[config.mk]
export PLATFORM = sky130hd
export DESIGN_NAME = group_dominant_key_detect_flat
export DESIGN_NICKNAME = d
export VERILOG_FILES = /design/src/rtl/core/gdk_pkg.sv /design/src/rtl/core/gdk_if.sv /design/src/rtl/core/gdk_cfg_regs.sv /design/src/rtl/core/gdk_entry_mem.sv /design/src/rtl/core/group_dominant_key_detect.sv /design/src/flat_wrapper.sv
export SDC_FILE = /design/constraint.sdc
export NUM_CORES = 2
export LEC_CHECK = 0
export BUFFER_PORTS_ARGS = -buffer_cell sky130_fd_sc_hd__buf_4
export CORE_UTILIZATION = 30
export DETAILED_ROUTE_END_ITERATION = 8
export PLACE_DENSITY = 0.47
export SLEW_MARGIN = 20
export SYNTH_ARGS = -nofsm -noshare
export SYNTH_HDL_FRONTEND = slang
export SYNTH_SLANG_ARGS = --single-unit
[constraint.sdc]
create_clock -name clk -period 5.3 [get_ports clk]
set_input_delay 0.265 -clock clk [delete_from_list [all_inputs] [get_ports clk]]
set_output_delay 0.265 -clock clk [all_outputs]
set_load 0.03 [all_outputs]
[src/rtl/core/gdk_pkg.sv]
// gdk_pkg: shared types and constants of the group dominant key detector
// no dependencies; imported by the interfaces, the register block and the top level
`default_nettype none

package gdk_pkg;

  // fixed field widths of the words on the channels
  localparam int KEY_W  = 16;
  localparam int SITE_W = 31;
  localparam int END_W  = 32;
  localparam int SIZE_W = 9;
  localparam int FLANK_W = 16;
  localparam int THR_W  = 16;

  // configuration port
  localparam int CFG_AW = 3;
  localparam int CFG_DW = 32;

  localparam logic [THR_W-1:0]   THR_RESET   = 16'd655;
  localparam logic [FLANK_W-1:0] FLANK_RESET = 16'd50;

  typedef enum logic [0:0] {
    REG_SHARE_THRESHOLD = 1'b0,
    REG_FLANK_LENGTH    = 1'b1
  } gdk_reg_t;

  typedef struct packed {
    logic [THR_W-1:0]   share_threshold;
    logic [FLANK_W-1:0] flank_length;
  } gdk_cfg_t;

endpackage

`default_nettype wire

[src/rtl/core/gdk_if.sv]
// gdk_if: valid/ready channel interfaces for input and result words
// depends on gdk_pkg for the field widths
`default_nettype none

interface gdk_in_if
  import gdk_pkg::*;
  ();
  logic              valid;
  logic              ready;
  logic [KEY_W-1:0]  target_key;
  logic [SITE_W-1:0] site_position;
  logic              group_end;

  modport source (output valid, target_key, site_position, group_end, input ready);
  modport sink   (input valid, target_key, site_position, group_end, output ready);
endinterface

interface gdk_out_if
  import gdk_pkg::*;
  ();
  logic              valid;
  logic              ready;
  logic              assigned;
  logic [KEY_W-1:0]  dominant_key;
  logic [SITE_W-1:0] window_start;
  logic [END_W-1:0]  window_end;
  logic [SIZE_W-1:0] group_size;
  logic              overflow;

  modport source (output valid, assigned, dominant_key, window_start, window_end,
                  group_size, overflow, input ready);
  modport sink   (input valid, assigned, dominant_key, window_start, window_end,
                  group_size, overflow, output ready);
endinterface

`default_nettype wire

[src/rtl/core/gdk_cfg_regs.sv]
// gdk_cfg_regs: apb-style register block holding threshold and flank length
// depends on gdk_pkg
`default_nettype none

module gdk_cfg_regs
  import gdk_pkg::*;
(
  input  wire logic              clk,
  input  wire logic              rst_n,
  input  wire logic              psel,
  input  wire logic              penable,
  input  wire logic              pwrite,
  input  wire logic [CFG_AW-1:0] paddr,
  input  wire logic [CFG_DW-1:0] pwdata,
  output logic      [CFG_DW-1:0] prdata,
  output logic                   pready,
  output gdk_cfg_t               cfg
);

  gdk_cfg_t cfg_r;
  gdk_cfg_t cfg_nxt;
  gdk_reg_t reg_sel;
  logic     wr_en;

  assign reg_sel = gdk_reg_t'(paddr[2]);
  assign wr_en   = psel && penable && pwrite;
  assign pready  = 1'b1;
  assign cfg     = cfg_r;

  always_comb begin
    cfg_nxt = cfg_r;
    if (wr_en) begin
      case (reg_sel)
        REG_SHARE_THRESHOLD: cfg_nxt.share_threshold = pwdata[THR_W-1:0];
        REG_FLANK_LENGTH:    cfg_nxt.flank_length    = pwdata[FLANK_W-1:0];
        default: ;
      endcase
    end
  end

  always_comb begin
    case (reg_sel)
      REG_SHARE_THRESHOLD: prdata = CFG_DW'(cfg_r.share_threshold);
      REG_FLANK_LENGTH:    prdata = CFG_DW'(cfg_r.flank_length);
      default:             prdata = '0;
    endcase
  end

  always_ff @(posedge clk) begin
    if (!rst_n) begin
      cfg_r.share_threshold <= THR_RESET;
      cfg_r.flank_length    <= FLANK_RESET;
    end else begin
      cfg_r <= cfg_nxt;
    end
  end

endmodule

`default_nettype wire

[src/rtl/core/gdk_entry_mem.sv]
// gdk_entry_mem: key/count table, one write and one registered read port
// no package dependency
`default_nettype none

module gdk_entry_mem #(
  parameter int DEPTH = 64,
  parameter int WIDTH = 25
) (
  input  wire logic                     clk,
  input  wire logic                     we,
  input  wire logic [$clog2(DEPTH)-1:0] waddr,
  input  wire logic [WIDTH-1:0]         wdata,
  input  wire logic                     re,
  input  wire logic [$clog2(DEPTH)-1:0] raddr,
  output logic      [WIDTH-1:0]         rdata
);

  logic [WIDTH-1:0] mem [DEPTH];
  logic [WIDTH-1:0] rdata_r;

  assign rdata = rdata_r;

  always_ff @(posedge clk) begin
    if (we) begin
      mem[waddr] <= wdata;
    end
    if (re) begin
      rdata_r <= mem[raddr];
    end
  end

endmodule

`default_nettype wire

[src/rtl/core/group_dominant_key_detect.sv]
// group_dominant_key_detect: top level with the scan sequencer and result register
// depends on gdk_pkg, gdk_if, gdk_cfg_regs and gdk_entry_mem
`default_nettype none

// Counts the keys of one group of alignments (one word per alignment, the
// last one flagged by group_end) in a table of MAX_KEYS key/count entries and,
// on the last word, reports whether exactly one key holds a share of the group
// strictly above share_threshold/65536, that key, and the flank window
// [site - flank_length clamped at 0, site + flank_length] around the site of
// the group's first word. Each input word scans the table through the single
// read port of the entry memory, one entry per cycle, over the d distinct keys
// held when it arrives (at most MAX_KEYS); a word dropped from a full group
// does not scan. A closing word adds a multiply step, a second pass over the
// table and an output step, plus any wait for the result register to free up.
// in ready is high only while the sequencer is idle; a finished result sits in
// the output register and the next word is taken while it waits. More than
// MAX_GROUP words or more than MAX_KEYS distinct keys in a group raises
// overflow and clears assigned. Configuration registers: share_threshold at
// byte address 0 (reset 655) and flank_length at 4 (reset 50).

module group_dominant_key_detect
  import gdk_pkg::*;
#(
  parameter int MAX_KEYS  = 64,
  parameter int MAX_GROUP = 256,
  parameter int KEY_BITS  = 16
) (
  input  wire logic              clk,
  input  wire logic              rst_n,
  gdk_in_if.sink                 in_ch,
  gdk_out_if.source              out_ch,
  input  wire logic              psel,
  input  wire logic              penable,
  input  wire logic              pwrite,
  input  wire logic [CFG_AW-1:0] paddr,
  input  wire logic [CFG_DW-1:0] pwdata,
  output logic      [CFG_DW-1:0] prdata,
  output logic                   pready
);

  // stored key width: keys are masked to KEY_BITS, never wider than the field
  localparam int KW = (KEY_BITS < KEY_W) ? KEY_BITS : KEY_W;
  localparam int IW = $clog2(MAX_KEYS);
  localparam int NW = $clog2(MAX_KEYS + 1);
  localparam int CW = $clog2(MAX_GROUP + 1);
  localparam int EW = KW + CW;
  localparam int PW = THR_W + CW;
  localparam logic [CW-1:0] GROUP_LIMIT = CW'(MAX_GROUP);
  localparam logic [NW-1:0] KEY_LIMIT   = NW'(MAX_KEYS);

  typedef enum logic [4:0] {
    S_IDLE = 5'b00001,
    S_SCAN = 5'b00010,
    S_MUL  = 5'b00100,
    S_EVAL = 5'b01000,
    S_OUT  = 5'b10000
  } state_t;

  gdk_cfg_t cfg;

  // sequencer and group state
  state_t          state_r, state_nxt;
  logic            in_group_r, in_group_nxt;
  logic            ovf_r, ovf_nxt;
  logic [NW-1:0]   distinct_r, distinct_nxt;
  logic [CW-1:0]   total_r, total_nxt;
  logic [SITE_W-1:0] site_r, site_nxt;
  logic [KW-1:0]   key_r, key_nxt;
  logic            last_r, last_nxt;

  // table walk
  logic [NW-1:0]   idx_r, idx_nxt;
  logic            pend_r, pend_nxt;
  logic [IW-1:0]   pend_idx_r, pend_idx_nxt;

  // end-of-group evaluation
  logic [PW-1:0]   prod_r, prod_nxt;
  logic [1:0]      n_above_r, n_above_nxt;
  logic [KW-1:0]   winner_r, winner_nxt;

  // result register
  logic              out_valid_r, out_valid_nxt;
  logic              res_assigned_r, res_assigned_nxt;
  logic [KEY_W-1:0]  res_key_r, res_key_nxt;
  logic [SITE_W-1:0] res_start_r, res_start_nxt;
  logic [END_W-1:0]  res_end_r, res_end_nxt;
  logic [SIZE_W-1:0] res_size_r, res_size_nxt;
  logic              res_ovf_r, res_ovf_nxt;

  // entry memory port
  logic            mem_we, mem_re;
  logic [IW-1:0]   mem_waddr, mem_raddr;
  logic [EW-1:0]   mem_wdata, mem_rdata;
  logic [KW-1:0]   rd_key;
  logic [CW-1:0]   rd_cnt;
  logic            issue;
  logic            accept;

  gdk_cfg_regs u_cfg (
    .clk     (clk),
    .rst_n   (rst_n),
    .psel    (psel),
    .penable (penable),
    .pwrite  (pwrite),
    .paddr   (paddr),
    .pwdata  (pwdata),
    .prdata  (prdata),
    .pready  (pready),
    .cfg     (cfg)
  );

  gdk_entry_mem #(
    .DEPTH (MAX_KEYS),
    .WIDTH (EW)
  ) u_mem (
    .clk   (clk),
    .we    (mem_we),
    .waddr (mem_waddr),
    .wdata (mem_wdata),
    .re    (mem_re),
    .raddr (mem_raddr),
    .rdata (mem_rdata)
  );

  assign rd_key = mem_rdata[EW-1:CW];
  assign rd_cnt = mem_rdata[CW-1:0];

  assign in_ch.ready = (state_r == S_IDLE);
  assign accept      = in_ch.valid && (state_r == S_IDLE);

  // the walk issues one table read per cycle while entries remain
  assign issue     = (idx_r < distinct_r);
  assign mem_raddr = idx_r[IW-1:0];

  assign out_ch.valid        = out_valid_r;
  assign out_ch.assigned     = res_assigned_r;
  assign out_ch.dominant_key = res_key_r;
  assign out_ch.window_start = res_start_r;
  assign out_ch.window_end   = res_end_r;
  assign out_ch.group_size   = res_size_r;
  assign out_ch.overflow     = res_ovf_r;

  always_comb begin
    state_nxt    = state_r;
    in_group_nxt = in_group_r;
    ovf_nxt      = ovf_r;
    distinct_nxt = distinct_r;
    total_nxt    = total_r;
    site_nxt     = site_r;
    key_nxt      = key_r;
    last_nxt     = last_r;
    idx_nxt      = idx_r;
    pend_nxt     = pend_r;
    pend_idx_nxt = pend_idx_r;
    prod_nxt     = prod_r;
    n_above_nxt  = n_above_r;
    winner_nxt   = winner_r;

    out_valid_nxt    = out_valid_r && !out_ch.ready;
    res_assigned_nxt = res_assigned_r;
    res_key_nxt      = res_key_r;
    res_start_nxt    = res_start_r;
    res_end_nxt      = res_end_r;
    res_size_nxt     = res_size_r;
    res_ovf_nxt      = res_ovf_r;

    mem_we    = 1'b0;
    mem_waddr = '0;
    mem_wdata = '0;
    mem_re    = 1'b0;

    case (state_r)
      S_IDLE: begin
        if (accept) begin
          key_nxt  = in_ch.target_key[KW-1:0];
          last_nxt = in_ch.group_end;
          idx_nxt  = '0;
          pend_nxt = 1'b0;
          // first word of a group restarts the tables and latches the site
          if (!in_group_r) begin
            distinct_nxt = '0;
            total_nxt    = '0;
            ovf_nxt      = 1'b0;
            site_nxt     = in_ch.site_position;
            in_group_nxt = 1'b1;
          end
          state_nxt = S_SCAN;
        end
      end

      S_SCAN: begin
        if (total_r >= GROUP_LIMIT) begin
          // group already full: word is dropped
          ovf_nxt   = 1'b1;
          state_nxt = last_r ? S_MUL : S_IDLE;
        end else if (pend_r && rd_key == key_r) begin
          // hit: bump the count in place
          mem_we    = 1'b1;
          mem_waddr = pend_idx_r;
          mem_wdata = {key_r, rd_cnt + CW'(1)};
          total_nxt = total_r + CW'(1);
          state_nxt = last_r ? S_MUL : S_IDLE;
        end else if (issue) begin
          mem_re       = 1'b1;
          idx_nxt      = idx_r + NW'(1);
          pend_nxt     = 1'b1;
          pend_idx_nxt = idx_r[IW-1:0];
        end else begin
          // miss over the whole table: append or flag overflow
          if (distinct_r < KEY_LIMIT) begin
            mem_we       = 1'b1;
            mem_waddr    = distinct_r[IW-1:0];
            mem_wdata    = {key_r, CW'(1)};
            distinct_nxt = distinct_r + NW'(1);
            total_nxt    = total_r + CW'(1);
          end else begin
            ovf_nxt = 1'b1;
          end
          state_nxt = last_r ? S_MUL : S_IDLE;
        end
      end

      S_MUL: begin
        // threshold times total, shared by every entry of the second pass
        prod_nxt    = PW'(cfg.share_threshold) * PW'(total_r);
        n_above_nxt = '0;
        winner_nxt  = '0;
        idx_nxt     = '0;
        pend_nxt    = 1'b0;
        state_nxt   = S_EVAL;
      end

      S_EVAL: begin
        if (pend_r && ({rd_cnt, THR_W'(0)} > prod_r)) begin
          winner_nxt = rd_key;
          if (n_above_r != 2'd2) begin
            n_above_nxt = n_above_r + 2'd1;
          end
        end
        if (issue) begin
          mem_re   = 1'b1;
          idx_nxt  = idx_r + NW'(1);
          pend_nxt = 1'b1;
        end else begin
          pend_nxt  = 1'b0;
          state_nxt = S_OUT;
        end
      end

      S_OUT: begin
        // wait for the result register to free up
        if (!out_valid_r || out_ch.ready) begin
          out_valid_nxt    = 1'b1;
          res_assigned_nxt = (n_above_r == 2'd1) && !ovf_r;
          res_key_nxt      = ((n_above_r == 2'd1) && !ovf_r) ? KEY_W'(winner_r) : '0;
          res_start_nxt    = (site_r > SITE_W'(cfg.flank_length))
                             ? site_r - SITE_W'(cfg.flank_length) : '0;
          res_end_nxt      = END_W'(site_r) + END_W'(cfg.flank_length);
          res_size_nxt     = SIZE_W'(total_r);
          res_ovf_nxt      = ovf_r;
          in_group_nxt     = 1'b0;
          state_nxt        = S_IDLE;
        end
      end

      default: begin
        state_nxt = S_IDLE;
      end
    endcase
  end

  always_ff @(posedge clk) begin
    if (!rst_n) begin
      state_r     <= S_IDLE;
      in_group_r  <= 1'b0;
      ovf_r       <= 1'b0;
      distinct_r  <= '0;
      total_r     <= '0;
      site_r      <= '0;
      idx_r       <= '0;
      pend_r      <= 1'b0;
      n_above_r   <= '0;
      out_valid_r <= 1'b0;
    end else begin
      state_r     <= state_nxt;
      in_group_r  <= in_group_nxt;
      ovf_r       <= ovf_nxt;
      distinct_r  <= distinct_nxt;
      total_r     <= total_nxt;
      site_r      <= site_nxt;
      idx_r       <= idx_nxt;
      pend_r      <= pend_nxt;
      n_above_r   <= n_above_nxt;
      out_valid_r <= out_valid_nxt;
    end
  end

  // payload registers
  always_ff @(posedge clk) begin
    key_r          <= key_nxt;
    last_r         <= last_nxt;
    pend_idx_r     <= pend_idx_nxt;
    prod_r         <= prod_nxt;
    winner_r       <= winner_nxt;
    res_assigned_r <= res_assigned_nxt;
    res_key_r      <= res_key_nxt;
    res_start_r    <= res_start_nxt;
    res_end_r      <= res_end_nxt;
    res_size_r     <= res_size_nxt;
    res_ovf_r      <= res_ovf_nxt;
  end

endmodule

`default_nettype wire

[src/flat_wrapper.sv]
// flat-port wrapper written by rule: the top's interface ports become plain ports
module group_dominant_key_detect_flat import gdk_pkg::*;
#(
  parameter int MAX_KEYS  = 64,
  parameter int MAX_GROUP = 256,
  parameter int KEY_BITS  = 16
)
  (clk, rst_n, psel, penable, pwrite, paddr, pwdata, prdata, pready, in_ch_valid, in_ch_target_key, in_ch_site_position, in_ch_group_end, in_ch_ready, out_ch_valid, out_ch_assigned, out_ch_dominant_key, out_ch_window_start, out_ch_window_end, out_ch_group_size, out_ch_overflow, out_ch_ready);
  gdk_in_if in_ch_i ();
  gdk_out_if out_ch_i ();
  input  wire logic clk;
  input  wire logic rst_n;
  input  wire logic psel;
  input  wire logic penable;
  input  wire logic pwrite;
  input  wire logic [CFG_AW-1:0] paddr;
  input  wire logic [CFG_DW-1:0] pwdata;
  output logic      [CFG_DW-1:0] prdata;
  output logic pready;
  input wire logic [$bits(in_ch_i.valid)-1:0] in_ch_valid;
  input wire logic [$bits(in_ch_i.target_key)-1:0] in_ch_target_key;
  input wire logic [$bits(in_ch_i.site_position)-1:0] in_ch_site_position;
  input wire logic [$bits(in_ch_i.group_end)-1:0] in_ch_group_end;
  output wire logic [$bits(in_ch_i.ready)-1:0] in_ch_ready;
  output wire logic [$bits(out_ch_i.valid)-1:0] out_ch_valid;
  output wire logic [$bits(out_ch_i.assigned)-1:0] out_ch_assigned;
  output wire logic [$bits(out_ch_i.dominant_key)-1:0] out_ch_dominant_key;
  output wire logic [$bits(out_ch_i.window_start)-1:0] out_ch_window_start;
  output wire logic [$bits(out_ch_i.window_end)-1:0] out_ch_window_end;
  output wire logic [$bits(out_ch_i.group_size)-1:0] out_ch_group_size;
  output wire logic [$bits(out_ch_i.overflow)-1:0] out_ch_overflow;
  input wire logic [$bits(out_ch_i.ready)-1:0] out_ch_ready;
  assign in_ch_i.valid = in_ch_valid;
  assign in_ch_i.target_key = in_ch_target_key;
  assign in_ch_i.site_position = in_ch_site_position;
  assign in_ch_i.group_end = in_ch_group_end;
  assign in_ch_ready = in_ch_i.ready;
  assign out_ch_valid = out_ch_i.valid;
  assign out_ch_assigned = out_ch_i.assigned;
  assign out_ch_dominant_key = out_ch_i.dominant_key;
  assign out_ch_window_start = out_ch_i.window_start;
  assign out_ch_window_end = out_ch_i.window_end;
  assign out_ch_group_size = out_ch_i.group_size;
  assign out_ch_overflow = out_ch_i.overflow;
  assign out_ch_i.ready = out_ch_ready;
  group_dominant_key_detect #(.MAX_KEYS(MAX_KEYS), .MAX_GROUP(MAX_GROUP), .KEY_BITS(KEY_BITS)) u_core (.clk(clk), .rst_n(rst_n), .in_ch(in_ch_i), .out_ch(out_ch_i), .psel(psel), .penable(penable), .pwrite(pwrite), .paddr(paddr), .pwdata(pwdata), .prdata(prdata), .pready(pready));
endmodule
# ---- Yosys cells after proc, flatten, opt, wreduce, memory -nomap -nowiden
# Memory sizes are Yosys's and may differ from the RTL's. A register that Yosys moved wholly into a read port is not among the register bits.
# Cells that the tools add are included.
dict set report word_totals {
  reg_bits 251
  latchBits 0
  mem_bits_rw 1600
  rom_bits 0
  input_bits 90
  output_inout_bits 125
  word_cells 167
  memories 1
}
dict set report classes {
  addsub 7
  n_mul 1
  div_mod_pow 0
  order_cmp 5
  n_eq_ne 25
  shift 0
  n_mux 71
  bitwise_logic 4
  n_reduce_logical 30
}
# memory depth word_bits read_ports rd_clocked_by_memory_dff write_ports line_no
set mem_list {}
lappend mem_list {u_core.u_mem.mem 64 25 1 1 1 gdk_entry_mem.sv:18} ;# logic [WIDTH-1:0] mem [DEPTH];
# op count
set ops {}
lappend ops {{2-to-1 mux 25 bit} 5}
lappend ops {{2-to-1 mux 7 bit} 10}
lappend ops {{case mux 32 bit (2 select lines)} 1}
lappend ops {{2-to-1 mux 9 bit} 6}
lappend ops {{adder 31 x 16 -> 32 bit} 1}
lappend ops {{case mux 16 bit (2 select lines)} 1}
lappend ops {{> comparator 31 x 16 -> 1 bit} 1}
lappend ops {{subtractor 31 x 16 -> 31 bit} 1}
lappend ops {{2-to-1 mux 5 bit} 6}
lappend ops {{2-to-1 mux 6 bit} 5}
lappend ops {{case mux 7 bit (4 select lines)} 1}
lappend ops {{> comparator 25 bit} 1}
lappend ops {{multiplier 16 x 9 -> 25 bit} 1}
lappend ops {{case mux 5 bit (5 select lines)} 1}
lappend ops {{2-to-1 mux 1 bit} 24}
lappend ops {{adder 9 x 1 -> 9 bit, second input constant} 2}
lappend ops {{case mux 9 bit (2 select lines)} 1}
lappend ops {{equality test 16 bit} 1}
lappend ops {{2-to-1 mux 16 bit} 1}
lappend ops {{adder 7 x 1 -> 7 bit, second input constant} 2}
lappend ops {{case mux 7 bit (2 select lines)} 1}
lappend ops {{inequality test 2 x 1 -> 1 bit, second input constant} 6}
lappend ops {{inequality test 2 bit, second input constant} 6}
lappend ops {{AND reduction 4 bit} 3}
lappend ops {{30 further kinds} 55}

# ---- Depth between registers and ports, before layout
dict set report depth {
  word_depth 8
  ltp_mapped 20
}

# ---- By module
# A second synthesis with hierarchy kept.
dict set report hier_totals {
  hier_cells 4664
  hier_area_um2 80100.6
}
# mod n_inst cells_per_inst area_per_inst_um2 seq_area_each_um2
set by_module_without_submodules {}
lappend by_module_without_submodules {gdk_entry_mem 1 2884 62767.7 48796.8}
lappend by_module_without_submodules {group_dominant_key_detect 1 1611 15687.5 5925.7}
lappend by_module_without_submodules {gdk_cfg_regs 1 169 1645.3 640.6}

# ---- Worst setup path before layout
# OpenSTA, ideal clock, no wires.
dict set report synth_timing {
  path_type {reg2reg}
  start {register u_core.total_r[0]}
  end {register u_core.prod_r[23], data pin}
  setup_time_ns 0.258
  arrival_ns 5.036
  path_slack_ns 0.006
  stages_incl_launch_ff 20
  path_cell_list {dfxtp_1 -> clkbuf_1 -> buf_1 -> nand2_1 -> fa_1 -> inv_1 -> fa_1 -> fa_1 -> inv_1 -> fa_1 -> inv_1 -> ha_1 -> o21a_1 -> o21a_1 -> a2111oi_0 -> o41ai_1 -> a21oi_1 -> o21ai_0 -> a21oi_1 -> xnor2_1}
}
dict set report synth_between {
  elab_chain_len 1
}
# item line_no
set synth_lines {}
lappend synth_lines {{start, declared} group_dominant_key_detect.sv:66} ;# logic [CW-1:0] total_r, total_nxt;
lappend synth_lines {{start signal, assigned} group_dominant_key_detect.sv:289} ;# total_r <= total_nxt;
lappend synth_lines {{multiplier 16 x 9 -> 25 bit} group_dominant_key_detect.sv:225} ;# prod_nxt = PW'(cfg.share_threshold) * PW'(total_r);
lappend synth_lines {{end signal, assigned} group_dominant_key_detect.sv:303} ;# prod_r <= prod_nxt;
lappend synth_lines {{end, declared} group_dominant_key_detect.sv:77} ;# logic [PW-1:0] prod_r, prod_nxt;
# Every way passes these cells.
# A chain may end at the register's enable or synchronous reset.

# ---- Worst setup path in the final report
dict set report layout_timing {
  start {register u_core.total_r[6]}
  end {register u_core.prod_r[23], data pin}
}
# The elaborated chain is that of the path after synthesis.

==> flow_metrics.py <==
metrics = {
    "run_status": {
        "status": "complete, no violations",
    },
    "global_route": {
        "grt_pass1_wl_microns": 315000,
        "antenna_found_initial": 32,
        "grt_use_total_pct": 16.9,
        "first_global_vias": 41200,
        "grt.overflow.total": 0,
        "met1_usage_pct": 23.5,
        "grt_use_met3_pct": 3.60,
        "grtUsageMet2_pct": 26.3,
        "grt_max_degree": 118,
        "top_usage_layer": "met2",
    },
    "cells_and_area": {
        "nFillCells": 24200,
        "fin_cells": 8130,
        "nets": 4842,
        "syn2layout_area_growth_pct": 18.2,
        "drive_above_1_share_pct": 27.8,
    },
    "clocking": {
        "clock-sinks": 1876,
        "clock_latency_ns": 0.83,
        "htree_levels": 4,
        "cts_tree": "yes",
        "clockBufferDepth": 3,
        "clock-root-buffer": "clkbuf_16",
        "numCtsBuffers": 195,
        "clk_pin_slew_ns": 0.06,
    },
    "routing": {
        "num_vias": 40400,
        "via_per_inst": 4.96,
        "drc": 0,
        "detail-route-antenna-nets": 0,
        "drt_wl_total_microns": 223000,
        "drt-initial-drc-count": 3917,
        "wire_per_inst_microns": 27.4,
        "drt_pass1_iterations": 5,
    },
    "power": {
        "p_sw_share_pct": 20.8,
        "p_leak_nw": 30.5,
        "power.internal_mw": 24.2,
        "p_clk_share_pct": 44.6,
        "p_comb_share_pct": 2.5,
        "ir_drop_v": 0.000320,
        "p_sw_mw": 6.35,
        "power.density_nw_per_um2": 330,
        "total_power_mw": 30.5,
        "pwr-share-seq_pct": 53.0,
    },
    "job": {
        "cap_viol_max_count": 0,
    },
    "synth": {
        "synth_seq_cells": 1876,
        "yosysTopAreaCell": "edfxtp_1",
        "seq_area_frac_synth_pct": 70.7,
        "yosys.area.top_type_share_pct": 68.2,
        "ys_types": 72,
        "netlist_area_sq_um": 78400,
        "synth-edff-count": 1779,
        "synthArstFlopShare_pct": 0,
        "syn_area_per_cell_sq_um": 19.1,
        "ys_top_cells_by_area": "edfxtp_1, mux4_2, fa_1",
        "syn_inst": 4111,
        "yosys_warnings": 0,
        "ys.flop_type": "edfxtp_1",
    },
    "placement": {
        "place.port_buffers": 179,
        "gp_congestion": 0.806,
        "dp_cells": 7687,
        "hpwlAfterDp_microns": 134000,
    },
    "timing": {
        "drv_slew": 0,
        "fin_crit_ns": 5.01,
        "hold_violations": 0,
        "skew_ns": 0.0320,
        "max_freq_mhz": 199,
        "rsz0062_at_grt": "no",
        "tns_ns": 0,
        "slew_headroom_pct": 26.0,
        "setup_violations": 0,
        "whs_ns": 0.0563,
        "tightestPinTransition_ns": 1.10,
        "period_share_pct": 94.6,
    },
    "setup_path": {
        "path_class": "reg -> reg",
        "crit_top_cell": "fa_1",
        "end_kind": "register",
        "crit_fanout": 7,
        "start_kind": "register",
        "crit_chain": "nand2_1, fa_1, fa_1, inv_1, fa_1, inv_1, fa_1, inv_1, ha_1, o21a_1, o21a_1, a2111oi_2, buf_4, o41ai_2, buf_4, a21oi_2, o21ai_0, a21oi_1, xnor2_1",
        "path_buf_inv": 5,
        "cp_data_arrival_time_ns": 5.57,
        "crit_path_top_delay_cell": "fa_1",
        "crit_required_ns": 5.86,
        "crit_family": "adder cells",
        "max_stage_delay_ns": 0.52,
    },
    "floorplanning": {
        "dieArea_sq_um": 263000,
        "core_sq_um": 260000,
        "pin_count": 215,
        "die_w_microns": 513,
        "rows": 187,
        "die_h_microns": 513,
        "initial_utilization_pct": 30.2,
    },
    "worst_hold_path": {
        "hold_path.class": "in -> reg",
    },
}
-- cells in the final DEF (no fill, tap or decap), types with 44 or more instances in the layout --
cell type	instances
dfxtp_1	86
nor2_1	96
buf_4	343
ha_1	99
clkbuf_16	198
and2_1	126
fa_1	101
xnor2_1	44
edfxtp_1	1779
mux4_2	525
inv_1	193
dlygate4sd3_1	70
nand3_1	46
xor2_1	50
nand2_1	228
nor2_4	64
clkbuf_1	60
a21oi_1	117
-- through the flow --
step | util (%) | cell area [sq um] | setup WS (ns)
5_1_grt | 35.7 | 92600 | 0.0232
6_report | 35.7 | 92600 | 0.286
3_5_place_dp | 32.9 | 85600 | -0.0768
3_3_place_gp | 32.9 | 85600 | -0.189
2_1_floorplan | - | 78400 | 0.00627
4_1_cts | 35.6 | 92600 | 0.0460
-- synthesized netlist by cell type, drive strengths merged, types with 18 or more instances --
| cell | n |
|---|---|
| a21o | 19 |
| fa | 101 |
| nand2 | 228 |
| a21oi | 120 |
| mux4 | 525 |
| xor2 | 50 |
| inv | 194 |
| clkbuf | 137 |
| edfxtp | 1779 |
| dfxtp | 97 |
| nor2 | 161 |
| xnor2 | 44 |
| nand3 | 46 |
| nor3 | 22 |
| mux2 | 18 |
| ha | 99 |
| o21ai | 41 |
| and2 | 143 |
| buf | 80 |
| nor4 | 19 |
-- layer usage --
layer / routed length (microns) / vias up
li1: - / 17100
met1: 98600 / 21700
met2: 103000 / 1244
met3: 14600 / 277
met4: 6900 / 2
met5: 15 / -
-- final timing paths --
path / endpoint / slack [ns] / cells past startpoint / start
hold / removal: u_core.u_cfg.cfg[30] / 0.06 / 5 / penable
hold reg to reg: u_core.site_r[4] / 0.49 / 2 / u_core.site_r[4]
setup / recovery: u_core.prod_r[23] / 0.29 / 19 / u_core.total_r[6]
setup reg to reg: u_core.prod_r[23] / 0.29 / 19 / u_core.total_r[6]
-- what timing repair did --
action / CTS / global route
hold endpoints to repair: 99 / 0
setup buffers: 0 / 0
gates resized for setup: 4 / 9
endpoints found under the setup margin: 2 / 4
hold buffers: 70 / 0
-- cell type report --
class	instances	area [sq um]	share of cell area (%)
well taps	3402	4260	4.60
clock inverters	101	1050	1.14
diodes	10	25.0	0.0270
repair buffers	446	3930	4.24
multi-input cells	1838	22000	23.7
inverters	195	732	0.790
flip-flops and latches	1876	55400	59.8
clock buffers	262	5240	5.65
-- tightest hold or removal path, delay by kind of cell --
family / cells / cell delay [ns]
AO/OA/AOI/OAI: 1 / 0.05
buffers and inverters: 1 / 0.11
AND/OR/NAND/NOR: 3 / 0.39
-- flip-flops by register name, indices dropped and copies added, names as in the netlist, 2 cells and up --
signal and flops:
u_core.u_mem.mem 1600, u_core.out_ch.window_end 32, u_core.u_cfg.cfg 32, u_core.out_ch.window_start 31, u_core.site_r 31, u_core.prod_r 25, u_core.u_mem.rdata 25, u_core.key_r 16
u_core.out_ch.dominant_key 16, u_core.winner_r 16, u_core.out_ch.group_size 9, u_core.total_r 9, u_core.distinct_r 7, u_core.idx_r 7, u_core.pend_idx_r 6, u_core.state_r 5
u_core.n_above_r 2
-- power by group through the flow --
stage / Clock [mW] / Combinational (mW) / Sequential, mW
2_1_floorplan: 0 / 0.483 / 16.4
3_3_place_gp: 0 / 0.712 / 16.5
3_5_place_dp: 0 / 0.718 / 16.5
4_1_cts: 14.0 / 0.764 / 16.2
5_1_grt: 14.5 / 0.832 / 16.2
6_report: 13.6 / 0.759 / 16.2
-- cell families (layout without fill, tap and decap cells) --
group | after synthesis | after routing | synth area share (%)
buffers and inverters | 412 | 1004 | 2.15
adders and majority gates | 200 | 200 | 4.16
DFF | 1876 | 1876 | 70.7
xor gates and xnor gates | 94 | 94 | 1.05
and+or+nand+nor | 705 | 705 | 4.36
AOI/OAI and AO/OA | 275 | 275 | 2.21
muxes | 547 | 547 | 15.4
other | 2 | 27 | 0.00958
Note: power is estimated with default switching activity, not from simulation.
